$ cat src/rtl/lrubc_pkg.sv
package lrubc_pkg;

  localparam int BUFFER_COUNT = 16;
  localparam int IDX_W = $clog2(BUFFER_COUNT);

  localparam int SLOT_W = 4;
  localparam int DEV_W = 8;
  localparam int BLK_W = 32;
  localparam int REF_W = 8;
  localparam logic [REF_W-1:0] REF_MAX = '1;

  typedef enum logic [1:0] {
    CMD_READ    = 2'd0,
    CMD_WRITE   = 2'd1,
    CMD_RELEASE = 2'd2,
    CMD_DONE    = 2'd3
  } cmd_code_t;

  typedef enum logic [1:0] {
    ST_OK      = 2'd0,
    ST_NOFREE  = 2'd1,
    ST_NOTHELD = 2'd2
  } status_code_t;

  typedef enum logic [1:0] {
    S_IDLE,
    S_COMPARE,
    S_PICK,
    S_UPDATE
  } state_t;

  typedef struct packed {
    logic capture;
    logic compare;
    logic pick;
    logic update;
  } dp_cmd_t;

  typedef struct packed {
    logic out_free;
  } dp_stat_t;

endpackage

$ cat src/rtl/lrubc_ctrl.sv
module lrubc_ctrl (
  input  logic                clk,
  input  logic                rst,
  input  logic                in_valid,
  output logic                in_ready,
  input  lrubc_pkg::dp_stat_t stat,
  output lrubc_pkg::dp_cmd_t  cmd
);

  lrubc_pkg::state_t state, state_next;

  always_ff @(posedge clk) begin
    if (rst) begin
      state <= lrubc_pkg::S_IDLE;
    end else begin
      state <= state_next;
    end
  end

  always_comb begin
    state_next  = state;
    in_ready    = 1'b0;
    cmd         = '0;
    unique case (state)
      lrubc_pkg::S_IDLE: begin
        in_ready = 1'b1;
        if (in_valid) begin
          cmd.capture = 1'b1;
          state_next  = lrubc_pkg::S_COMPARE;
        end
      end
      lrubc_pkg::S_COMPARE: begin
        cmd.compare = 1'b1;
        state_next  = lrubc_pkg::S_PICK;
      end
      lrubc_pkg::S_PICK: begin
        cmd.pick   = 1'b1;
        state_next = lrubc_pkg::S_UPDATE;
      end
      lrubc_pkg::S_UPDATE: begin
        // The state change is committed together with the result word.
        if (stat.out_free) begin
          cmd.update = 1'b1;
          state_next = lrubc_pkg::S_IDLE;
        end
      end
      default: state_next = lrubc_pkg::S_IDLE;
    endcase
  end

endmodule

$ cat src/rtl/lrubc_dp.sv
module lrubc_dp (
  input  logic                           clk,
  input  logic                           rst,
  input  lrubc_pkg::dp_cmd_t             cmd,
  output lrubc_pkg::dp_stat_t            stat,
  input  logic [1:0]                     command,
  input  logic [lrubc_pkg::DEV_W-1:0]    device,
  input  logic [lrubc_pkg::BLK_W-1:0]    block_number,
  input  logic [lrubc_pkg::SLOT_W-1:0]   buffer_slot,
  output logic                           out_valid,
  input  logic                           out_ready,
  output logic [lrubc_pkg::SLOT_W-1:0]   slot_out,
  output logic                           was_hit,
  output logic                           need_disk_read,
  output logic                           need_disk_write,
  output logic [1:0]                     status
);

  localparam int N = lrubc_pkg::BUFFER_COUNT;
  localparam int IW = lrubc_pkg::IDX_W;

  // Captured request.
  logic [1:0]                   cmd_q;
  logic [lrubc_pkg::DEV_W-1:0]  dev_q;
  logic [lrubc_pkg::BLK_W-1:0]  blk_q;
  logic [lrubc_pkg::SLOT_W-1:0] slot_q;

  // Buffer state.
  logic [lrubc_pkg::DEV_W-1:0] tag_device [N];
  logic [lrubc_pkg::BLK_W-1:0] tag_block  [N];
  logic [N-1:0]                tag_present;
  logic [lrubc_pkg::REF_W-1:0] ref_count  [N];
  logic [N-1:0]                valid_mark;
  logic [N-1:0]                dirty_mark;
  logic [IW-1:0]               rank       [N];

  // Search results.
  logic [N-1:0]  match_vec;
  logic [N-1:0]  free_vec;
  logic          hit;
  logic          found;
  logic [IW-1:0] chosen;

  logic [N-1:0]  match_by_rank;
  logic [N-1:0]  free_by_rank;
  logic [IW-1:0] hit_rank;
  logic [IW-1:0] free_rank;
  logic          any_match;
  logic          any_free;
  logic [IW-1:0] pick_rank;
  logic [IW-1:0] pick_slot;

  logic                        slot_in_range;
  logic [IW-1:0]               sidx;
  logic [IW-1:0]               ref_addr;
  logic [lrubc_pkg::REF_W-1:0] ref_rd;
  logic [IW-1:0]               rel_rank;

  always_ff @(posedge clk) begin
    if (cmd.capture) begin
      cmd_q  <= command;
      dev_q  <= device;
      blk_q  <= block_number;
      slot_q <= buffer_slot;
    end
  end

  always_ff @(posedge clk) begin
    if (cmd.compare) begin
      for (int i = 0; i < N; i++) begin
        match_vec[i] <= tag_present[i] && (tag_device[i] == dev_q) &&
                        (tag_block[i] == blk_q);
        free_vec[i]  <= (ref_count[i] == '0) && !dirty_mark[i];
      end
    end
  end

  // Ranks are always a permutation, so the candidates can be laid out by rank
  // and the best one found with a priority encoder.
  always_comb begin
    match_by_rank = '0;
    free_by_rank  = '0;
    for (int r = 0; r < N; r++) begin
      for (int i = 0; i < N; i++) begin
        if (rank[i] == IW'(r)) begin
          match_by_rank[r] = match_vec[i];
          free_by_rank[r]  = free_vec[i];
        end
      end
    end
    hit_rank  = '0;
    free_rank = '0;
    any_match = |match_by_rank;
    any_free  = |free_by_rank;
    for (int r = 0; r < N; r++) begin
      if (match_by_rank[r]) begin
        hit_rank = IW'(r);
      end
    end
    for (int r = N - 1; r >= 0; r--) begin
      if (free_by_rank[r]) begin
        free_rank = IW'(r);
      end
    end
    pick_rank = any_match ? hit_rank : free_rank;
    pick_slot = '0;
    for (int i = 0; i < N; i++) begin
      if (rank[i] == pick_rank) begin
        pick_slot = IW'(i);
      end
    end
  end

  always_ff @(posedge clk) begin
    if (cmd.pick) begin
      hit    <= any_match;
      found  <= any_match || any_free;
      chosen <= pick_slot;
    end
  end

  assign slot_in_range = int'(slot_q) < N;
  assign sidx          = slot_q[IW-1:0];
  assign ref_addr      = (cmd_q == lrubc_pkg::CMD_READ) ? chosen : sidx;
  assign ref_rd        = ref_count[ref_addr];
  assign rel_rank      = rank[sidx];

  always_ff @(posedge clk) begin
    if (rst) begin
      tag_present <= '0;
      valid_mark  <= '0;
      dirty_mark  <= '0;
      for (int i = 0; i < N; i++) begin
        ref_count[i] <= '0;
        rank[i]      <= IW'(i);
      end
    end else if (cmd.update) begin
      if (cmd_q == lrubc_pkg::CMD_READ) begin
        if (hit) begin
          if (ref_rd != lrubc_pkg::REF_MAX) begin
            ref_count[chosen] <= ref_rd + 1'b1;
          end
        end else if (found) begin
          tag_device[chosen]  <= dev_q;
          tag_block[chosen]   <= blk_q;
          tag_present[chosen] <= 1'b1;
          valid_mark[chosen]  <= 1'b0;
          dirty_mark[chosen]  <= 1'b0;
          ref_count[chosen]   <= lrubc_pkg::REF_W'(1);
        end
      end else if (slot_in_range) begin
        if (cmd_q == lrubc_pkg::CMD_DONE) begin
          valid_mark[sidx] <= 1'b1;
          dirty_mark[sidx] <= 1'b0;
        end else if (ref_rd != '0) begin
          if (cmd_q == lrubc_pkg::CMD_WRITE) begin
            dirty_mark[sidx] <= 1'b1;
          end else begin
            ref_count[sidx] <= ref_rd - 1'b1;
            // Last holder gone: the buffer becomes the most recent one.
            if (ref_rd == lrubc_pkg::REF_W'(1)) begin
              for (int i = 0; i < N; i++) begin
                if (rank[i] > rel_rank) begin
                  rank[i] <= rank[i] - 1'b1;
                end
              end
              rank[sidx] <= IW'(N - 1);
            end
          end
        end
      end
    end
  end

  // Result register.
  always_ff @(posedge clk) begin
    if (rst) begin
      out_valid <= 1'b0;
    end else if (cmd.update) begin
      out_valid <= 1'b1;
    end else if (out_ready) begin
      out_valid <= 1'b0;
    end
  end

  always_ff @(posedge clk) begin
    if (cmd.update) begin
      slot_out        <= slot_q;
      was_hit         <= 1'b0;
      need_disk_read  <= 1'b0;
      need_disk_write <= 1'b0;
      status          <= lrubc_pkg::ST_OK;
      if (cmd_q == lrubc_pkg::CMD_READ) begin
        slot_out <= lrubc_pkg::SLOT_W'(chosen);
        if (hit) begin
          was_hit        <= 1'b1;
          need_disk_read <= !valid_mark[chosen];
        end else if (found) begin
          need_disk_read <= 1'b1;
        end else begin
          slot_out <= '0;
          status   <= lrubc_pkg::ST_NOFREE;
        end
      end else if (!slot_in_range) begin
        status <= lrubc_pkg::ST_NOTHELD;
      end else if (cmd_q != lrubc_pkg::CMD_DONE) begin
        if (ref_rd == '0) begin
          status <= lrubc_pkg::ST_NOTHELD;
        end else if (cmd_q == lrubc_pkg::CMD_WRITE) begin
          need_disk_write <= 1'b1;
        end
      end
    end
  end

  assign stat.out_free = !out_valid || out_ready;

endmodule

$ cat src/rtl/lru_block_buffer_cache_core.sv
// A request word passes through capture, tag compare, rank pick and state update;
// the result word is offered once the update step has written the result register.
// A new request is accepted only from idle, after the previous one has finished;
// a stalled result holds the update step, and the request in flight waits until
// the result register frees.
// Reset clears the counts, marks and result valid flag and restores rank order.
module lru_block_buffer_cache_core (
  input  logic        clk,
  input  logic        rst,
  input  logic        s_tvalid,
  output logic        s_tready,
  // command[1:0], device[9:2], block_number[41:10], buffer_slot[45:42], zero fill
  input  logic [47:0] s_tdata,
  output logic        m_tvalid,
  input  logic        m_tready,
  // slot_out[3:0], was_hit[4], need_disk_read[5], need_disk_write[6],
  // status[8:7], zero fill
  output logic [15:0] m_tdata
);

  lrubc_pkg::dp_cmd_t  cmd;
  lrubc_pkg::dp_stat_t stat;

  logic [lrubc_pkg::SLOT_W-1:0] slot_out;
  logic                         was_hit;
  logic                         need_disk_read;
  logic                         need_disk_write;
  logic [1:0]                   status;

  lrubc_ctrl u_ctrl (
    .clk      (clk),
    .rst      (rst),
    .in_valid (s_tvalid),
    .in_ready (s_tready),
    .stat     (stat),
    .cmd      (cmd)
  );

  lrubc_dp u_dp (
    .clk             (clk),
    .rst             (rst),
    .cmd             (cmd),
    .stat            (stat),
    .command         (s_tdata[1:0]),
    .device          (s_tdata[9:2]),
    .block_number    (s_tdata[41:10]),
    .buffer_slot     (s_tdata[45:42]),
    .out_valid       (m_tvalid),
    .out_ready       (m_tready),
    .slot_out        (slot_out),
    .was_hit         (was_hit),
    .need_disk_read  (need_disk_read),
    .need_disk_write (need_disk_write),
    .status          (status)
  );

  assign m_tdata = {7'd0, status, need_disk_write, need_disk_read, was_hit, slot_out};

endmodule
$ cat config.mk
export PLATFORM = sky130hd
export DESIGN_NAME = lru_block_buffer_cache_core
export DESIGN_NICKNAME = d
export VERILOG_FILES = /design/src/rtl/lrubc_pkg.sv /design/src/rtl/lrubc_ctrl.sv /design/src/rtl/lrubc_dp.sv /design/src/rtl/lru_block_buffer_cache_core.sv
export SDC_FILE = /design/constraint.sdc
export NUM_CORES = 2
export LEC_CHECK = 0
export ABC_AREA = 1
export BUFFER_PORTS_ARGS = -buffer_cell sky130_fd_sc_hd__buf_2
export CELL_PAD_IN_SITES_DETAIL_PLACEMENT = 0
export CELL_PAD_IN_SITES_GLOBAL_PLACEMENT = 1
export CORE_MARGIN = 2
export CORE_UTILIZATION = 54
export CTS_CLUSTER_SIZE = 20
export DETAILED_ROUTE_END_ITERATION = 7
export PLACE_DENSITY_LB_ADDON = 0.1
export SLEW_MARGIN = 10
export SYNTH_ARGS = -nofsm -noshare
export SYNTH_HDL_FRONTEND = slang
export SYNTH_SLANG_ARGS = --single-unit
$ cat constraint.sdc
create_clock -name clk -period 9.7 [get_ports clk]
set_input_delay 0.485 -clock clk [delete_from_list [all_inputs] [get_ports clk]]
set_output_delay 0.485 -clock clk [all_outputs]
set_load 0.05 [all_outputs]
==> reports/metrics.csv <==
stage;metric;value;unit
clocking;Root Driver;clkbuf_16;
global_route;met1 Track Usage GR;48.4;%
synth;Synth async-reset ratio;0;%
route;drt first pass iters;8;
synth;#FFs+latches synth;980;
worst_setup_path;CP Max Fanout;65;
synth;top cells by area, synth;edfxtp_1 (49%), nand2_1 (7.7%), o21ai_0 (4.8%);
finish;layout cells sized above 1;8.63;%
pwr;net switching power;4.64;mW
finish;P&R area growth vs syn;10.4;%
global_route;initial antenna violation count;5;
synth;sequential fraction of the synthesis area;53.2;%
pwr;total power;12.6;mW
clocking;# Post-CTS Setup Buffers;0;
route;total number of vias;45600;
route;drt initial violations;5985;
floorplanning;Die Span Y;318;µm
sta;Fin Setup TNS;0;ps
worst_setup_path;Max stage delay on crit path;650;ps
sta;Final Hold Fails;0;
global_route;met2 Use GR;58.8;%
hold_path;Worst Hold Class;in -> reg;
synth;Synth Flop Type;edfxtp_1;
place;gpl congestion;0.981;
pwr;IR drop worst, VDD;0.192;mV
floorplanning;die area;0.101;mm²
sta;Worst slew margin;20.9;%
sta;Worst-Margin Slew;1180;ps
sta;Max Slew Vio Count;0;
floorplanning;core outline area;0.0980;mm²
synth;syn avg cell area;9.12;µm²
global_route;gr ovfl total;0;
worst_setup_path;endpoint class of the critical path;register;
outcome;status;finished clean;
sta;RSZ-0062 raised after global routing;no;
global_route;gr usage total;36.9;%
worst_setup_path;r2r endpoint;u_dp.ref_count[4][4]$_SDFFCE_PN0P_;
synth;number of synthesized flops with an enable pin;861;
clocking;number of CTS-inserted buffers;96;
sta;crit path time final;7470;ps
pwr;power share of the combinational group;28.8;%
worst_setup_path;CP Data Required Time;10020;ps
route;drt via density;6.26;
floorplanning;die width;318;µm
pwr;P_int;7.96;mW
place;instance area after placement;0.0550;mm²
worst_setup_path;CP Buf/Inv Count;8;
floorplanning;Ports;70;
hold_path;HP Start;s_tdata[45];
pwr;Net Sw Frac;36.8;%
flow_run;Max-Cap Viols;0;
worst_setup_path;Slowest-stage cell, CP;inv_1;
place;DP Cell Count;7053;
synth;cell count after synthesis;5827;
finish;fin nets;6096;
sta;# setup viols final;0;
place;DP Worst Slack;2370;ps
clocking;later-pin clock latency in the skew report;690;ps
route;Routed WL;191000;µm
global_route;most crowded layer after global routing;met2;
synth;Netlist cell types;67;
worst_setup_path;CP Class;reg -> reg;
pwr;Clk pwr share;30.5;%
hold_path;hold endpoint;u_dp.sidx[3]$_DFFE_PP_;
worst_setup_path;Critical Path, Cell by Cell;nor2_4 > inv_2 > nand2_1 > o21ai_4 > buf_4 > inv_1 > buf_4 > nor2_1 > o221ai_1 > o311ai_0 > nand2_1 > inv_1 > ha_1 > nand2_1 > nor2_1 > inv_2 > nand3_2 > nor2_4 > inv_4 > nand2_1 > inv_1 > o21ai_2 > nand4_1 > nand2_1;
clocking;CTS tree;yes;
worst_setup_path;Crit path top cell by count;nand2_1;
pwr;Power per Cell Area;215;mW/mm²
clocking;CTS Sinks;980;
floorplanning;row cnt;115;
worst_setup_path;delay-heaviest family, CP;simple AND/OR/NAND/NOR gates;
global_route;vias in the first global route;42400;
global_route;M3 GR Usage;6.55;%
hold_path;Hold Path Stages;1;
sta;Worst Setup Slack, final;2230;ps
sta;fin crit share;77.1;%
synth;Synth top area share;48.7;%
worst_setup_path;RR Startpoint;u_dp.cmd_q[0]$_DFFE_PP_;
finish;Finished Layout Cells;7283;
clocking;Clock Pin Slew Worst Setup and Hold Paths;60;ps
finish;final instance area;0.0586;mm²
pwr;sequential power share;40.7;%
clocking;clk buf depth;3;
sta;fmax;0.134;GHz
finish;most frequent cells in the layout;nand2_1 (1,093), edfxtp_1 (861), inv_1 (603);
route;DR DRC count;0;
route;WL/cell;26.2;µm
sta;clk_skew;39.5;ps
global_route;first-pass GRT wire length;275000;µm
finish;most common cell after layout, fill and taps aside;nand2_1;
clocking;H-tree depth;3;
global_route;pin count of the biggest net entering global routing;66;
pwr;LEAKAGE;21.7;nW
worst_setup_path;FF-to-FF path depth;24;
worst_setup_path;data arrival time of the worst path;7790;ps
worst_setup_path;Startpoint Class;register;
synth;synth warn;0;
place;DPL Wire Length;130000;µm
route;Routed Antenna Nets;0;
worst_setup_path;Reg2Reg Setup Slack;2230;ps
synth;synthesized area;0.0531;mm²
floorplanning;Initial Utilization;54.2;%
place;port buffer count;60;
synth;post-synth top area cell;edfxtp_1;
==> registers in the layout (all words and copies together), names as in the netlist, 2 cells and up, named ones only <==
| signal | flops |
|---|---|
| u_dp.tag_device | 128 |
| u_dp.tag_present | 16 |
| u_dp.status | 2 |
| u_dp.ref_count | 128 |
| u_dp.chosen | 4 |
| u_dp.blk_q | 32 |
| u_dp.dev_q | 8 |
| u_dp.valid_mark | 16 |
| u_ctrl.state | 2 |
| u_dp.tag_block | 512 |
| u_dp.sidx | 4 |
| u_dp.slot_out | 4 |
| u_dp.cmd_q | 2 |
| u_dp.match_vec | 16 |
| u_dp.rank | 64 |
| u_dp.free_vec | 16 |
==> logic make-up after synthesis <==
logic type,Yosys count,synth area share [%]
AO/OA/AOI/OAI,1397,15.9
XOR/XNOR,178,2.93
adder cells (fa/ha/maj),136,3.20
buffers and inverters,877,6.46
flip-flops,980,53.2
multiplexers,1,0.0188
other,1,0.00706
AND/OR/NAND/NOR,2257,18.4
==> worst register-to-register path, stage by stage, from the launching register on <==
cell and delay [ps]:
edfxtp_1 470, nor2_4 530, inv_2 470, nand2_1 270, o21ai_4 70, buf_4 330, inv_1 670, buf_4 460
nor2_1 110, o221ai_1 260, o311ai_0 230, nand2_1 210, inv_1 110, ha_1 230, nand2_1 120, nor2_1 120
inv_2 90, nand3_2 300, nor2_4 360, inv_4 170, nand2_1 160, inv_1 130, o21ai_2 340, nand4_1 480
nand2_1 440
==> power groups by stage <==
stage	Combinational, mW	Clock (mW)	Sequential (mW)
3_3_place_gp	3.46	0	5.20
4_1_cts	3.53	3.85	5.11
6_report	3.62	3.84	5.12
5_1_grt	3.85	4.01	5.14
3_5_place_dp	3.50	0	5.20
2_1_floorplan	2.09	0	5.11
==> stage by stage <==
stage | hold slack [ps] | util (%)
6_report | 39.3 | 59.8
5_1_grt | 24.6 | 59.8
4_1_cts | 16.8 | 59.8
3_5_place_dp | 454 | 56.1
3_3_place_gp | 449 | 56.1
2_1_floorplan | 422 | -
==> layout make-up <==
type	count	area, µm²
Fill cell	8462	39400
Sequential cell	980	28200
Multi-Input combinational cell	3976	21600
Clock buffer	123	2560
Inverter	653	2460
Tap cell	1287	1610
Timing Repair Buffer	201	1470
Clock inverter	58	636
Antenna cell	5	12.5
==> cells in the mapped netlist, types with 86 or more instances <==
cell and instances:
ha_1 136, o22ai_1 142, o21ai_0 514, nand3_1 158, nand2_1 1093, inv_1 606
xor2_1 109, dfxtp_1 119, clkbuf_1 164, a21oi_1 328, nor2_1 608, or2_2 86
nor4_1 109, edfxtp_1 861
==> what timing repair did <==
action / CTS / global route
hold buffers: 44 / 0
hold endpoints to repair: 44 / 0
resized for setup: 0 / 0
==> layer usage <==
metal / wire length [µm] / vias to the layer above
met2: 86500 / 2624
met4: 10800 / 4
li1: - / 20600
met1: 73000 / 21800
met5: 25 / -
met3: 20400 / 524
==> worst max path at each step <==
stage / from / to / slack [ps] / cells past startpoint
finish: u_dp.cmd_q[0]$_DFFE_PP_ / u_dp.ref_count[4][4]$_SDFFCE_PN0P_ / 2230 / 24
floorplan: u_dp.cmd_q[0]$_DFFE_PP_ / u_dp.ref_count[12][0]$_SDFFCE_PN0P_ / 5420 / 25
CTS: u_dp.cmd_q[0]$_DFFE_PP_ / u_dp.ref_count[4][1]$_SDFFCE_PN0P_ / 2350 / 24
detailed placement: u_dp.cmd_q[0]$_DFFE_PP_ / u_dp.ref_count[4][1]$_SDFFCE_PN0P_ / 2370 / 24
global placement: u_dp.cmd_q[0]$_DFFE_PP_ / u_dp.ref_count[2][5]$_SDFFCE_PN0P_ / 2450 / 24
global route: u_dp.cmd_q[0]$_DFFE_PP_ / u_dp.ref_count[4][1]$_SDFFCE_PN0P_ / 1640 / 24
Power figures use the tool's default switching activity.
